[src/rtl/nggp_pkg.sv]
// ----------------------------------------------------------------------------
// nggp_pkg: shared types for the GGA sentence parser
// Parse phase, configuration bundle and the raw fix record handed from the
// byte parser to the coordinate conversion pipeline.
// ----------------------------------------------------------------------------
package nggp_pkg;

	typedef enum logic [1:0] {
		PH_IDLE = 2'd0,
		PH_ID   = 2'd1,
		PH_BODY = 2'd2
	} phase_t;

	localparam int TIME_W    = 7;
	localparam int LAT_DEG_W = 7;
	localparam int LON_DEG_W = 10;
	// Minutes held in millionths of a minute after a field closes (below 10^8).
	localparam int UMIN_W    = 27;
	localparam int LAT_W     = 27;
	localparam int LON_W     = 30;

	typedef struct packed {
		logic [7:0]  sync_char;
		logic [7:0]  delim_char;
		logic [7:0]  check_char;
		logic [39:0] sentence_id;
	} cfg_t;

	typedef struct packed {
		logic [TIME_W-1:0]    hour;
		logic [TIME_W-1:0]    minute;
		logic [TIME_W-1:0]    second;
		logic [LAT_DEG_W-1:0] lat_deg;
		logic [UMIN_W-1:0]    lat_umin;
		logic [LON_DEG_W-1:0] lon_deg;
		logic [UMIN_W-1:0]    lon_umin;
		logic                 south;
		logic                 west;
		logic                 fix_valid;
	} fix_raw_t;

endpackage

[src/rtl/nmea_gga_sentence_parser_unit.sv]
// ----------------------------------------------------------------------------
// nmea_gga_sentence_parser_unit: GGA position sentence parser
// Parses a byte stream of GGA sentences and emits time, coordinates in
// micro-degrees, hemisphere flags and the fix flag for every good sentence.
// ----------------------------------------------------------------------------
// One received byte is taken on every clock while the conversion pipeline can
// accept: the per-byte state update (sync and ID compare, checksum XOR,
// decimal multiply-add and the rescaling multiply when a coordinate field
// closes) is combinational. Results pass through a three-register conversion
// pipeline whose stages stall one by one, so bytes keep flowing while a result
// waits on the output. Configuration sits at byte addresses 0 (sync), 8
// (delimiter), 16 (check) and 24 (sentence ID, first character in the top used
// byte); the user must write it only while idle; the block does not check.
module nmea_gga_sentence_parser_unit #(
	parameter int FRAC_DIGITS = 4,
	parameter int ID_LEN      = 5
) (
	input  logic        clk,
	input  logic        arst_n,
	// APB configuration
	input  logic        psel,
	input  logic        penable,
	input  logic        pwrite,
	input  logic [4:0]  paddr,
	input  logic [63:0] pwdata,
	output logic [63:0] prdata,
	output logic        pready,
	// Input stream
	input  logic        s_tvalid,
	output logic        s_tready,
	input  logic [7:0]  s_tdata,   // [7:0] rx_byte
	// Output stream
	output logic        m_tvalid,
	input  logic        m_tready,
	// [6:0] hour, [13:7] minute, [20:14] second, [47:21] latitude_udeg,
	// [77:48] longitude_udeg, [79:78] zero
	output logic [79:0] m_tdata,
	output logic [2:0]  m_tuser    // [0] south, [1] west, [2] fix_valid
);
	import nggp_pkg::*;

	localparam logic [1:0]  REG_SYNC  = 2'd0;
	localparam logic [1:0]  REG_DELIM = 2'd1;
	localparam logic [1:0]  REG_CHECK = 2'd2;
	localparam logic [1:0]  REG_ID    = 2'd3;
	localparam logic [7:0]  SYNC_RST  = 8'h24;
	localparam logic [7:0]  DELIM_RST = 8'h2C;
	localparam logic [7:0]  CHECK_RST = 8'h2A;
	localparam logic [39:0] ID_RST    = 40'd306255972161;

	cfg_t       cfg_q;
	logic       cfg_we;
	logic [1:0] reg_idx;
	logic       in_accept;
	logic       fix_push;
	fix_raw_t   fix;
	logic       conv_ready;

	assign pready  = 1'b1;
	assign cfg_we  = psel && penable && pwrite && pready;
	assign reg_idx = paddr[4:3];

	always_ff @(posedge clk or negedge arst_n) begin
		if (!arst_n) begin
			cfg_q.sync_char   <= SYNC_RST;
			cfg_q.delim_char  <= DELIM_RST;
			cfg_q.check_char  <= CHECK_RST;
			cfg_q.sentence_id <= ID_RST;
		end else if (cfg_we) begin
			unique case (reg_idx)
				REG_SYNC:  cfg_q.sync_char   <= pwdata[7:0];
				REG_DELIM: cfg_q.delim_char  <= pwdata[7:0];
				REG_CHECK: cfg_q.check_char  <= pwdata[7:0];
				REG_ID:    cfg_q.sentence_id <= pwdata[39:0];
				default: ;
			endcase
		end
	end

	always_comb begin
		unique case (reg_idx)
			REG_SYNC:  prdata = {56'd0, cfg_q.sync_char};
			REG_DELIM: prdata = {56'd0, cfg_q.delim_char};
			REG_CHECK: prdata = {56'd0, cfg_q.check_char};
			REG_ID:    prdata = {24'd0, cfg_q.sentence_id};
			default:   prdata = 64'd0;
		endcase
	end

	assign s_tready  = conv_ready;
	assign in_accept = s_tvalid && s_tready;

	nggp_parser #(
		.FRAC_DIGITS(FRAC_DIGITS),
		.ID_LEN     (ID_LEN)
	) u_parser (
		.clk      (clk),
		.arst_n   (arst_n),
		.in_accept(in_accept),
		.rx_byte  (s_tdata),
		.cfg      (cfg_q),
		.fix_push (fix_push),
		.fix      (fix)
	);

	nggp_convert u_convert (
		.clk     (clk),
		.arst_n  (arst_n),
		.fix_push(fix_push),
		.fix     (fix),
		.in_ready(conv_ready),
		.m_tvalid(m_tvalid),
		.m_tready(m_tready),
		.m_tdata (m_tdata),
		.m_tuser (m_tuser)
	);

endmodule

[src/rtl/nggp_parser.sv]
// ----------------------------------------------------------------------------
// nggp_parser: byte-level sentence parser
// Updates the sentence state for every accepted byte and presents a raw fix
// record when a sentence with a good checksum ends.
// ----------------------------------------------------------------------------
module nggp_parser #(
	parameter int FRAC_DIGITS = 4,
	parameter int ID_LEN      = 5
) (
	input  logic              clk,
	input  logic              arst_n,
	input  logic              in_accept,
	input  logic [7:0]        rx_byte,
	input  nggp_pkg::cfg_t    cfg,
	output logic              fix_push,
	output nggp_pkg::fix_raw_t fix
);
	import nggp_pkg::*;

	localparam logic [7:0] CH_NEWLINE = 8'h0A;
	localparam logic [7:0] CH_COMMA   = 8'h2C;
	localparam logic [7:0] CH_POINT   = 8'h2E;
	localparam logic [7:0] CH_ZERO    = 8'h30;
	localparam logic [7:0] CH_S       = 8'h53;
	localparam logic [7:0] CH_W       = 8'h57;
	localparam logic [3:0] ID_LEN_C   = 4'(ID_LEN);
	localparam logic [2:0] FRAC_C     = 3'(FRAC_DIGITS);
	localparam logic [2:0] ID_LAST    = 3'(ID_LEN - 1);
	localparam logic [1:0] HEX_STOP   = 2'd3;

	typedef struct packed {
		phase_t               phase;
		logic [3:0]           id_pos;
		logic                 id_mismatch;
		logic [7:0]           xor_acc;
		logic [2:0]           field_num;
		logic [3:0]           char_idx;
		logic                 check_seen;
		logic [7:0]           rx_check;
		logic [1:0]           hex_cnt;
		logic [2:0][TIME_W-1:0] time_acc;
		logic [LAT_DEG_W-1:0] lat_deg;
		logic [UMIN_W-1:0]    lat_umin;
		logic [LON_DEG_W-1:0] lon_deg;
		logic [UMIN_W-1:0]    lon_umin;
		logic [2:0]           frac_cnt;
		logic                 seen_dp;
		logic [2:0]           flags;
	} pstate_t;

	pstate_t st_q, st_d;

	function automatic logic [3:0] dec_digit(input logic [7:0] c);
		logic [7:0] d;
		d = c - CH_ZERO;
		return (c >= CH_ZERO && c <= 8'h39) ? d[3:0] : 4'd0;
	endfunction

	function automatic logic [19:0] pow10(input logic [2:0] e);
		logic [19:0] r;
		case (e)
			3'd0:    r = 20'd1;
			3'd1:    r = 20'd10;
			3'd2:    r = 20'd100;
			3'd3:    r = 20'd1000;
			3'd4:    r = 20'd10000;
			3'd5:    r = 20'd100000;
			3'd6:    r = 20'd1000000;
			default: r = 20'd1;
		endcase
		return r;
	endfunction

	logic [7:0]        c;
	logic [3:0]        dig;
	logic              hex_ok;
	logic [3:0]        hex_v;
	logic [63:0]       id_ext;
	logic [2:0]        id_sel;
	logic [7:0]        id_byte;
	logic              is_lon;
	logic [3:0]        deg_len;
	logic [UMIN_W-1:0] mins_cur;
	logic [UMIN_W-1:0] mins_next;
	logic [46:0]       scale_prod;
	logic [UMIN_W-1:0] mins_scaled;
	logic [1:0]        slot;

	assign c   = rx_byte;
	assign dig = dec_digit(c);

	always_comb begin
		hex_ok = 1'b1;
		hex_v  = 4'd0;
		if (c >= CH_ZERO && c <= 8'h39) begin
			hex_v = 4'(c - CH_ZERO);
		end else if (c >= 8'h41 && c <= 8'h46) begin
			hex_v = 4'(c - 8'h37);
		end else if (c >= 8'h61 && c <= 8'h66) begin
			hex_v = 4'(c - 8'h57);
		end else begin
			hex_ok = 1'b0;
		end
	end

	// Bytes of the ID beyond the 40-bit register compare against zero.
	assign id_ext  = {24'd0, cfg.sentence_id};
	assign id_sel  = ID_LAST - st_q.id_pos[2:0];
	assign id_byte = id_ext[{id_sel, 3'b000} +: 8];

	assign is_lon     = (st_q.field_num == 3'd3);
	assign deg_len    = is_lon ? 4'd3 : 4'd2;
	assign mins_cur   = is_lon ? st_q.lon_umin : st_q.lat_umin;
	assign mins_next  = UMIN_W'(mins_cur * UMIN_W'(10) + UMIN_W'(dig));
	// Closing a coordinate field rescales the minutes to millionths of a minute.
	assign scale_prod  = 47'(mins_cur) * 47'(pow10(3'd6 - st_q.frac_cnt));
	assign mins_scaled = scale_prod[UMIN_W-1:0];
	assign slot        = st_q.char_idx[2:1];

	always_comb begin
		st_d     = st_q;
		fix_push = 1'b0;
		if (in_accept) begin
			if (c == cfg.sync_char) begin
				st_d       = '0;
				st_d.phase = PH_ID;
			end else begin
				unique case (st_q.phase)
					PH_ID: begin
						st_d.xor_acc = st_q.xor_acc ^ c;
						if (c == cfg.delim_char) begin
							st_d.phase = (!st_q.id_mismatch && st_q.id_pos == ID_LEN_C)
								? PH_BODY : PH_IDLE;
						end else begin
							if (st_q.id_pos >= ID_LEN_C || id_byte != c)
								st_d.id_mismatch = 1'b1;
							if (st_q.id_pos != 4'hF)
								st_d.id_pos = st_q.id_pos + 4'd1;
						end
					end
					PH_BODY: begin
						if (c == CH_NEWLINE) begin
							st_d.phase = PH_IDLE;
							fix_push   = st_q.check_seen && (st_q.rx_check == st_q.xor_acc);
						end else if (st_q.check_seen) begin
							if (st_q.hex_cnt != HEX_STOP && hex_ok) begin
								st_d.rx_check = {st_q.rx_check[3:0], hex_v};
								if (st_q.hex_cnt < 2'd2)
									st_d.hex_cnt = st_q.hex_cnt + 2'd1;
							end else begin
								st_d.hex_cnt = HEX_STOP;
							end
						end else if (c == cfg.check_char || c == CH_COMMA) begin
							if (st_q.field_num == 3'd1)
								st_d.lat_umin = mins_scaled;
							if (st_q.field_num == 3'd3)
								st_d.lon_umin = mins_scaled;
							st_d.frac_cnt = 3'd0;
							st_d.seen_dp  = 1'b0;
							if (c == cfg.check_char) begin
								st_d.check_seen = 1'b1;
							end else begin
								st_d.xor_acc  = st_q.xor_acc ^ c;
								st_d.char_idx = 4'd0;
								if (st_q.field_num != 3'd7)
									st_d.field_num = st_q.field_num + 3'd1;
							end
						end else begin
							st_d.xor_acc = st_q.xor_acc ^ c;
							case (st_q.field_num)
								3'd0: begin
									if (st_q.char_idx < 4'd6) begin
										if (st_q.char_idx[0])
											st_d.time_acc[slot] = st_q.time_acc[slot]
												+ TIME_W'(dig);
										else
											st_d.time_acc[slot] = TIME_W'(dig * 4'd10);
									end
								end
								3'd1, 3'd3: begin
									if (st_q.seen_dp) begin
										if (st_q.frac_cnt < FRAC_C) begin
											if (is_lon) st_d.lon_umin = mins_next;
											else        st_d.lat_umin = mins_next;
											st_d.frac_cnt = st_q.frac_cnt + 3'd1;
										end
									end else if (st_q.char_idx < deg_len) begin
										if (is_lon)
											st_d.lon_deg = LON_DEG_W'(st_q.lon_deg
												* LON_DEG_W'(10) + LON_DEG_W'(dig));
										else
											st_d.lat_deg = LAT_DEG_W'(st_q.lat_deg
												* LAT_DEG_W'(10) + LAT_DEG_W'(dig));
									end else if (c == CH_POINT) begin
										st_d.seen_dp = 1'b1;
									end else if (st_q.char_idx < deg_len + 4'd2) begin
										if (is_lon) st_d.lon_umin = mins_next;
										else        st_d.lat_umin = mins_next;
									end
								end
								3'd2: if (st_q.char_idx == 4'd0 && c == CH_S) st_d.flags[0] = 1'b1;
								3'd4: if (st_q.char_idx == 4'd0 && c == CH_W) st_d.flags[1] = 1'b1;
								3'd5: if (st_q.char_idx == 4'd0 && c == CH_ZERO) st_d.flags[2] = 1'b1;
								default: ;
							endcase
							if (st_q.char_idx != 4'hF)
								st_d.char_idx = st_q.char_idx + 4'd1;
						end
					end
					default: ;
				endcase
			end
		end
	end

	always_ff @(posedge clk or negedge arst_n) begin
		if (!arst_n) begin
			st_q       <= '0;
			st_q.phase <= PH_IDLE;
		end else begin
			st_q <= st_d;
		end
	end

	always_comb begin
		fix.hour      = st_q.time_acc[0];
		fix.minute    = st_q.time_acc[1];
		fix.second    = st_q.time_acc[2];
		fix.lat_deg   = st_q.lat_deg;
		fix.lat_umin  = st_q.lat_umin;
		fix.lon_deg   = st_q.lon_deg;
		fix.lon_umin  = st_q.lon_umin;
		fix.south     = st_q.flags[0];
		fix.west      = st_q.flags[1];
		fix.fix_valid = ~st_q.flags[2];
	end

	a_body_id_ok: assert property (@(posedge clk) disable iff (!arst_n)
		st_q.phase == PH_BODY |-> st_q.id_pos == ID_LEN_C && !st_q.id_mismatch)
		else $error("body phase entered without a matching sentence ID");

	a_hex_after_check: assert property (@(posedge clk) disable iff (!arst_n)
		!st_q.check_seen |-> st_q.hex_cnt == 2'd0 && st_q.rx_check == 8'd0)
		else $error("checksum digits collected before the check character");

	a_frac_limit: assert property (@(posedge clk) disable iff (!arst_n)
		st_q.frac_cnt <= FRAC_C)
		else $error("fraction digit count beyond its limit");

endmodule

[src/rtl/nggp_convert.sv]
// ----------------------------------------------------------------------------
// nggp_convert: coordinate conversion pipeline
// Three elastic register stages turn degrees and millionths of a minute into
// micro-degrees and hold the result for the output stream.
// ----------------------------------------------------------------------------
module nggp_convert (
	input  logic               clk,
	input  logic               arst_n,
	input  logic               fix_push,
	input  nggp_pkg::fix_raw_t fix,
	output logic               in_ready,
	output logic               m_tvalid,
	input  logic               m_tready,
	output logic [79:0]        m_tdata,
	output logic [2:0]         m_tuser
);
	import nggp_pkg::*;

	// floor(x / 60) as (x * RECIP60) >> RECIP_SHIFT, exact for x below 2^27.
	localparam logic [27:0] RECIP60     = 28'd143165577;
	localparam int          RECIP_SHIFT = 33;
	localparam int          FRAC_W      = 21;
	localparam logic [19:0] MEGA        = 20'd1000000;

	fix_raw_t f_s1;
	logic     v_s1;

	logic [TIME_W-1:0] hour_s2, minute_s2, second_s2;
	logic              south_s2, west_s2, fixv_s2;
	logic [LAT_W-1:0]  lat_deg_s2;
	logic [LON_W-1:0]  lon_deg_s2;
	logic [FRAC_W-1:0] lat_frac_s2, lon_frac_s2;
	logic              v_s2;

	logic [TIME_W-1:0] hour_q, minute_q, second_q;
	logic              south_q, west_q, fixv_q;
	logic [LAT_W-1:0]  lat_q;
	logic [LON_W-1:0]  lon_q;
	logic              valid_q;

	logic rdy_out, rdy_s2;
	logic [54:0] lat_prod, lon_prod;

	assign rdy_out  = !valid_q || m_tready;
	assign rdy_s2   = !v_s2 || rdy_out;
	assign in_ready = !v_s1 || rdy_s2;

	assign lat_prod = 55'(f_s1.lat_umin) * 55'(RECIP60);
	assign lon_prod = 55'(f_s1.lon_umin) * 55'(RECIP60);

	always_ff @(posedge clk or negedge arst_n) begin
		if (!arst_n) begin
			v_s1    <= 1'b0;
			v_s2    <= 1'b0;
			valid_q <= 1'b0;
		end else begin
			if (in_ready) v_s1 <= fix_push;
			if (rdy_s2)   v_s2 <= v_s1;
			if (rdy_out)  valid_q <= v_s2;
		end
	end

	always_ff @(posedge clk) begin
		if (fix_push && in_ready)
			f_s1 <= fix;
		if (v_s1 && rdy_s2) begin
			hour_s2     <= f_s1.hour;
			minute_s2   <= f_s1.minute;
			second_s2   <= f_s1.second;
			south_s2    <= f_s1.south;
			west_s2     <= f_s1.west;
			fixv_s2     <= f_s1.fix_valid;
			lat_deg_s2  <= LAT_W'(LAT_W'(f_s1.lat_deg) * LAT_W'(MEGA));
			lon_deg_s2  <= LON_W'(LON_W'(f_s1.lon_deg) * LON_W'(MEGA));
			lat_frac_s2 <= lat_prod[RECIP_SHIFT +: FRAC_W];
			lon_frac_s2 <= lon_prod[RECIP_SHIFT +: FRAC_W];
		end
		if (v_s2 && rdy_out) begin
			hour_q   <= hour_s2;
			minute_q <= minute_s2;
			second_q <= second_s2;
			south_q  <= south_s2;
			west_q   <= west_s2;
			fixv_q   <= fixv_s2;
			lat_q    <= lat_deg_s2 + LAT_W'(lat_frac_s2);
			lon_q    <= lon_deg_s2 + LON_W'(lon_frac_s2);
		end
	end

	assign m_tvalid = valid_q;
	assign m_tdata  = {2'b00, lon_q, lat_q, second_q, minute_q, hour_q};
	assign m_tuser  = {fixv_q, west_q, south_q};

	a_range: assert property (@(posedge clk) disable iff (!arst_n)
		valid_q |-> lat_q <= LAT_W'(100666665) && lon_q <= LON_W'(1000666665))
		else $error("converted coordinate out of range");

	a_s1_hold: assert property (@(posedge clk) disable iff (!arst_n)
		v_s1 && !rdy_s2 |=> v_s1 && $stable(f_s1))
		else $error("first stage changed while stalled");

	a_s2_advance: assert property (@(posedge clk) disable iff (!arst_n)
		v_s2 && rdy_out |=> valid_q)
		else $error("second stage result lost on its way to the output");

endmodule

[config.mk]
export PLATFORM = sky130hd
export DESIGN_NAME = nmea_gga_sentence_parser_unit
export DESIGN_NICKNAME = d
export VERILOG_FILES = /design/src/rtl/nggp_pkg.sv /design/src/rtl/nmea_gga_sentence_parser_unit.sv /design/src/rtl/nggp_parser.sv /design/src/rtl/nggp_convert.sv
export SDC_FILE = /design/constraint.sdc
export NUM_CORES = 2
export LEC_CHECK = 0
export BUFFER_PORTS_ARGS = -buffer_cell sky130_fd_sc_hd__buf_2
export CAP_MARGIN = 20
export CELL_PAD_IN_SITES_DETAIL_PLACEMENT = 0
export CELL_PAD_IN_SITES_GLOBAL_PLACEMENT = 1
export CORE_MARGIN = 4
export CORE_UTILIZATION = 40
export CTS_CLUSTER_SIZE = 25
export DETAILED_ROUTE_END_ITERATION = 12
export PLACE_DENSITY_LB_ADDON = 0.1
export SLEW_MARGIN = 20
export SYNTH_ARGS = -nofsm -noshare
export SYNTH_HDL_FRONTEND = slang
export SYNTH_SLANG_ARGS = --single-unit
export TNS_END_PERCENT = 5
[constraint.sdc]
create_clock -name clk -period 12.7 [get_ports clk]
set_clock_uncertainty 0.2 [all_clocks]
set_input_delay 1.905 -clock clk [delete_from_list [all_inputs] [get_ports clk]]
set_output_delay 1.905 -clock clk [all_outputs]
set_load 0.005 [all_outputs]
==> impl_metrics.env <==
export IMPL_globalRouteTotalUtil_pct=19.64
export IMPL_holdPathStages=0
export IMPL_yosysSeqAreaShare_pct=28.57
export IMPL_irDropWorstVdd_uv=120.3
export IMPL_overflow=0
export IMPL_number_of_cells_produced_by_synthesis=4617
export IMPL_timing_hold_worst_start="u_convert.minute_s2[3]$_DFFE_PP_"
export IMPL_synth_top_cells_by_area="sky130_fd_sc_hd__fa_1 20%, sky130_fd_sc_hd__ha_1 18%, sky130_fd_sc_hd__edfxtp_1 18%, sky130_fd_sc_hd__dfrtp_1 9.1%, sky130_fd_sc_hd__inv_1 6.4%"
export IMPL_cts_made_buffers=57
export IMPL_crit_fanout=12
export IMPL_drtPass1Iterations=5
export IMPL_p_per_area_mw_per_mm2=77.51
export IMPL_ant_nets=0
export IMPL_post_cts_resize_count=0
export IMPL_drive_gt1_share_pct=9.895
export IMPL_timing_hold_violations_final=0
export IMPL_synth_edf_count=287
export IMPL_clk_path_buf_depth=3
export IMPL_synth_ff_type="sky130_fd_sc_hd__edfxtp_1"
export IMPL_rr_worst_depth=29
export IMPL_grt_pass1_wl_um=193200
export IMPL_cell_area_after_layout_mm2=0.05242
export IMPL_cts_tree="done"
export IMPL_run_status="finished clean"
export IMPL_max_slew_worst_pin_slew_ns=1.100
export IMPL_reg2reg_to="u_parser.fix[61]$_DFFE_PN0P_"
export IMPL_clkSinkCount=486
export IMPL_r2r_start="u_parser.st_q[6]$_DFFE_PN0P_"
export IMPL_max_cap_viol_count=0
export IMPL_cts_setup_buffers=0
export IMPL_die_height_um=353.4
export IMPL_ys_ff_latch=486
export IMPL_start_util_pct=40.36
export IMPL_layout_nets=6034
export IMPL_hold_end="u_convert.minute_q[3]$_DFFE_PP_"
export IMPL_final_critical_delay_including_setup_and_external_delays_ns=9.982
export IMPL_detail_route_drc_violations=0
export IMPL_area_delta_synth_final_pct=9.864
export IMPL_timing_hold_ws_ns=0.2171
export IMPL_final_min_period_over_clock_period_pct=78.60
export IMPL_detailedPlacementHpwl_um=98210
export IMPL_hold_path_class="flip-flop to flip-flop"
export IMPL_io_buffer_count=179
export IMPL_first_global_vias=33630
export IMPL_cts_hold_fix_buffers=0
export IMPL_path_clk_slew_ns=0.06
export IMPL_htree_levels=2
export IMPL_die_width_um=353.4
export IMPL_drt_wirelength_per_cell_um=19.02
export IMPL_gp_routability_congestion=0.8565
export IMPL_slew_limit_headroom_pct=25.97
export IMPL_clk_insertion_delay_late_ns=0.69
export IMPL_synth_warnings=0
export IMPL_syn_avg_cell_area_um2=10.34
export IMPL_netlist_cell_type_count=88
export IMPL_yosysTopAreaCellShare_pct=19.63
export IMPL_setup_total_negative_slack_ns=0
export IMPL_synth_async_reset_ratio_pct=40.95
export IMPL_setup_repair_after_global_routing_missed_its_margin="false"
export IMPL_wirelength_um=121400
export IMPL_cpLargestDelayFamily="adder cells"
export IMPL_critPathKind="flip-flop to flip-flop"
export IMPL_via_count=31940
export IMPL_floorplan_io_pins=234
export IMPL_ff2ff_setup_slack_ns=2.72
export IMPL_grt_start_max_net_pins=83
export IMPL_mean_number_of_vias_per_cell=5.008
export IMPL_synth_cell_area_mm2=0.04772
export IMPL_layout_commonest_cell="sky130_fd_sc_hd__inv_1"
export IMPL_worst_path_most_repeated_cell="sky130_fd_sc_hd__fa_1"
export IMPL_detailedRoute_firstIterationViolations=1529
export IMPL_leakagePower_nw=26.75
export IMPL_most_frequent_cells_in_the_layout="816 x sky130_fd_sc_hd__inv_1, 688 x sky130_fd_sc_hd__ha_1, 468 x sky130_fd_sc_hd__fa_1"
export IMPL_data_arrival_time_of_the_critical_path_ns=10.31
export IMPL_cp_start_kind="flip-flop"
export IMPL_slowest_stage="sky130_fd_sc_hd__dfrtp_1"
export IMPL_postPlaceCellArea_mm2=0.05044
export IMPL_design_core_area_mm2=0.1182
export IMPL_max_stage_delay_on_crit_path_ns=0.67
export IMPL_setup_viol=0
export IMPL_timing_critical_path_to_type="flip-flop"
export IMPL_cp_required_ns=13.03
export IMPL_slew_viol_final=0
export IMPL_placement_rows=126
export IMPL_post_synth_top_area_cell="sky130_fd_sc_hd__fa_1"
export IMPL_initial_antenna_violation_count=5
export IMPL_fmaxAchievable_ghz=0.1002
export IMPL_clockRootBuffer="sky130_fd_sc_hd__clkbuf_16"
export IMPL_path_buf_inv=5
export IMPL_die_area_mm2=0.1249
Yosys cell counts, types with 8 or more instances:
library cell	instances
sky130_fd_sc_hd__nand2_1	416
sky130_fd_sc_hd__a211o_1	8
sky130_fd_sc_hd__o21a_1	19
sky130_fd_sc_hd__fa_1	468
sky130_fd_sc_hd__a21o_1	57
sky130_fd_sc_hd__or2_2	10
sky130_fd_sc_hd__buf_4	30
sky130_fd_sc_hd__mux2i_1	49
sky130_fd_sc_hd__o31ai_1	22
sky130_fd_sc_hd__inv_1	816
sky130_fd_sc_hd__nor2b_1	28
sky130_fd_sc_hd__o21bai_1	19
sky130_fd_sc_hd__or3_1	14
sky130_fd_sc_hd__xnor2_1	178
sky130_fd_sc_hd__and2_1	26
sky130_fd_sc_hd__nand2b_1	26
sky130_fd_sc_hd__o21ai_0	140
sky130_fd_sc_hd__clkbuf_1	95
sky130_fd_sc_hd__dfrtp_1	173
sky130_fd_sc_hd__xor2_1	86
sky130_fd_sc_hd__mux2_2	78
sky130_fd_sc_hd__nand4_1	21
sky130_fd_sc_hd__mux4_2	11
sky130_fd_sc_hd__and3_1	64
sky130_fd_sc_hd__nor4_1	17
sky130_fd_sc_hd__o211ai_1	16
sky130_fd_sc_hd__ha_1	689
sky130_fd_sc_hd__nor3_1	67
sky130_fd_sc_hd__a211oi_1	19
sky130_fd_sc_hd__clkinv_1	10
sky130_fd_sc_hd__a31oi_1	27
sky130_fd_sc_hd__dfstp_2	26
sky130_fd_sc_hd__edfxtp_1	287
sky130_fd_sc_hd__nor2_1	272
sky130_fd_sc_hd__nand3_1	53
sky130_fd_sc_hd__a22o_1	14
sky130_fd_sc_hd__a21oi_1	136
stage by stage:
| step | setup slack [ns] | std cells | total power, mW | utilization [%] |
|---|---|---|---|---|
| 6_report | 2.718 | 6379 | 4.063 | 44.34 |
| 4_1_cts | 2.717 | 6377 | 4.138 | 44.33 |
| 3_5_place_dp | 2.859 | 6270 | 2.405 | 42.66 |
| 5_1_grt | 2.160 | 6378 | 4.271 | 44.34 |
| 3_3_place_gp | 2.981 | 6270 | 2.400 | 42.66 |
| 2_1_floorplan | 3.504 | 4642 | 2.239 | - |
where the power goes:
part	internal [mW]	total, mW	switching (mW)
combinational	0.230	0.497	0.267
clock	0.990	1.70	0.706
sequential	1.77	1.87	0.105
worst max path at each step:
stage                                               from                      endpoint  slack, ns  depth (start not counted)
final                       u_parser.st_q[6]$_DFFE_PN0P_  u_parser.fix[61]$_DFFE_PN0P_       2.72                         29
after global routing        u_parser.st_q[6]$_DFFE_PN0P_  u_parser.fix[61]$_DFFE_PN0P_       2.16                         29
after CTS                   u_parser.st_q[6]$_DFFE_PN0P_  u_parser.fix[61]$_DFFE_PN0P_       2.72                         29
after detailed placement    u_parser.st_q[6]$_DFFE_PN0P_  u_parser.fix[61]$_DFFE_PN0P_       2.86                         29
after global placement    u_parser.st_q[114]$_DFFE_PN0P_  u_parser.fix[29]$_DFFE_PN0P_       2.98                         28
after floorplan                               s_tdata[1]   u_convert.f_s1[0]$_DFFE_PP_       3.50                          8
cell families (layout without fill, tap and decap cells):
| kind of cell | after synthesis | in the layout | share of synthesized area (%) |
|---|---|---|---|
| adder cells (fa/ha/maj) | 1157 | 1157 | 37.70 |
| flip-flops | 486 | 486 | 28.57 |
| other | 2 | 29 | 0.01574 |
| buffers and inverters | 961 | 1160 | 7.803 |
| AND/OR/NAND/NOR | 1051 | 1051 | 10.12 |
| multiplexers | 138 | 138 | 3.388 |
| AO/OA/AOI/OAI | 558 | 558 | 7.557 |
| XOR/XNOR | 264 | 264 | 4.846 |
cell type report:
class / instances / area (µm²)
clock inverters: 35 / 405.4
well taps: 1536 / 1922
clock buffers: 72 / 1574
diodes: 2 / 5.005
flip-flops and latches: 486 / 13630
inverters: 826 / 3100
multi-input cells: 3195 / 30520
fillers: 11500 / 65810
repair buffers: 227 / 1266
flip-flops by register name, indices dropped and copies added (netlist names), 2 cells and up:
register and cells:
u_convert.minute_s2 7, u_convert.hour_q 7, u_convert.minute_q 7, u_convert.lat_deg_s2 21, u_convert.second_s2 7, u_parser.st_q 36
u_convert.hour_s2 7, u_convert.lat_frac_s2 21, u_convert.f_s1 95, u_parser.slot 2, u_convert.lon_deg_s2 24, u_convert.lon_frac_s2 21
u_convert.lat_q 27, u_convert.lon_q 30, u_convert.second_q 7, cfg_q 64, u_parser.fix 94
worst register-to-register path, delay by kind of cell, from the launching register on:
| family | cells | cell delay (ns) |
|---|---|---|
| adder cells (fa/ha/maj) | 9 | 4.30 |
| AND/OR/NAND/NOR | 6 | 1.49 |
| multiplexers | 1 | 0.21 |
| AO/OA/AOI/OAI | 7 | 2.22 |
| flip-flops | 1 | 0.67 |
| buffers and inverters | 5 | 0.52 |
| XOR/XNOR | 1 | 0.24 |
layer usage:
metal | up-vias | part of all wire [%] | track usage [%]
met5 | - | 0.011 | 0
met4 | 2 | 1.8 | 3.739
met3 | 120 | 3.9 | 2.681
met2 | 505 | 47 | 32.36
met1 | 15680 | 48 | 27.87
li1 | 15640 | - | -
Power figures use the tool's default switching activity.
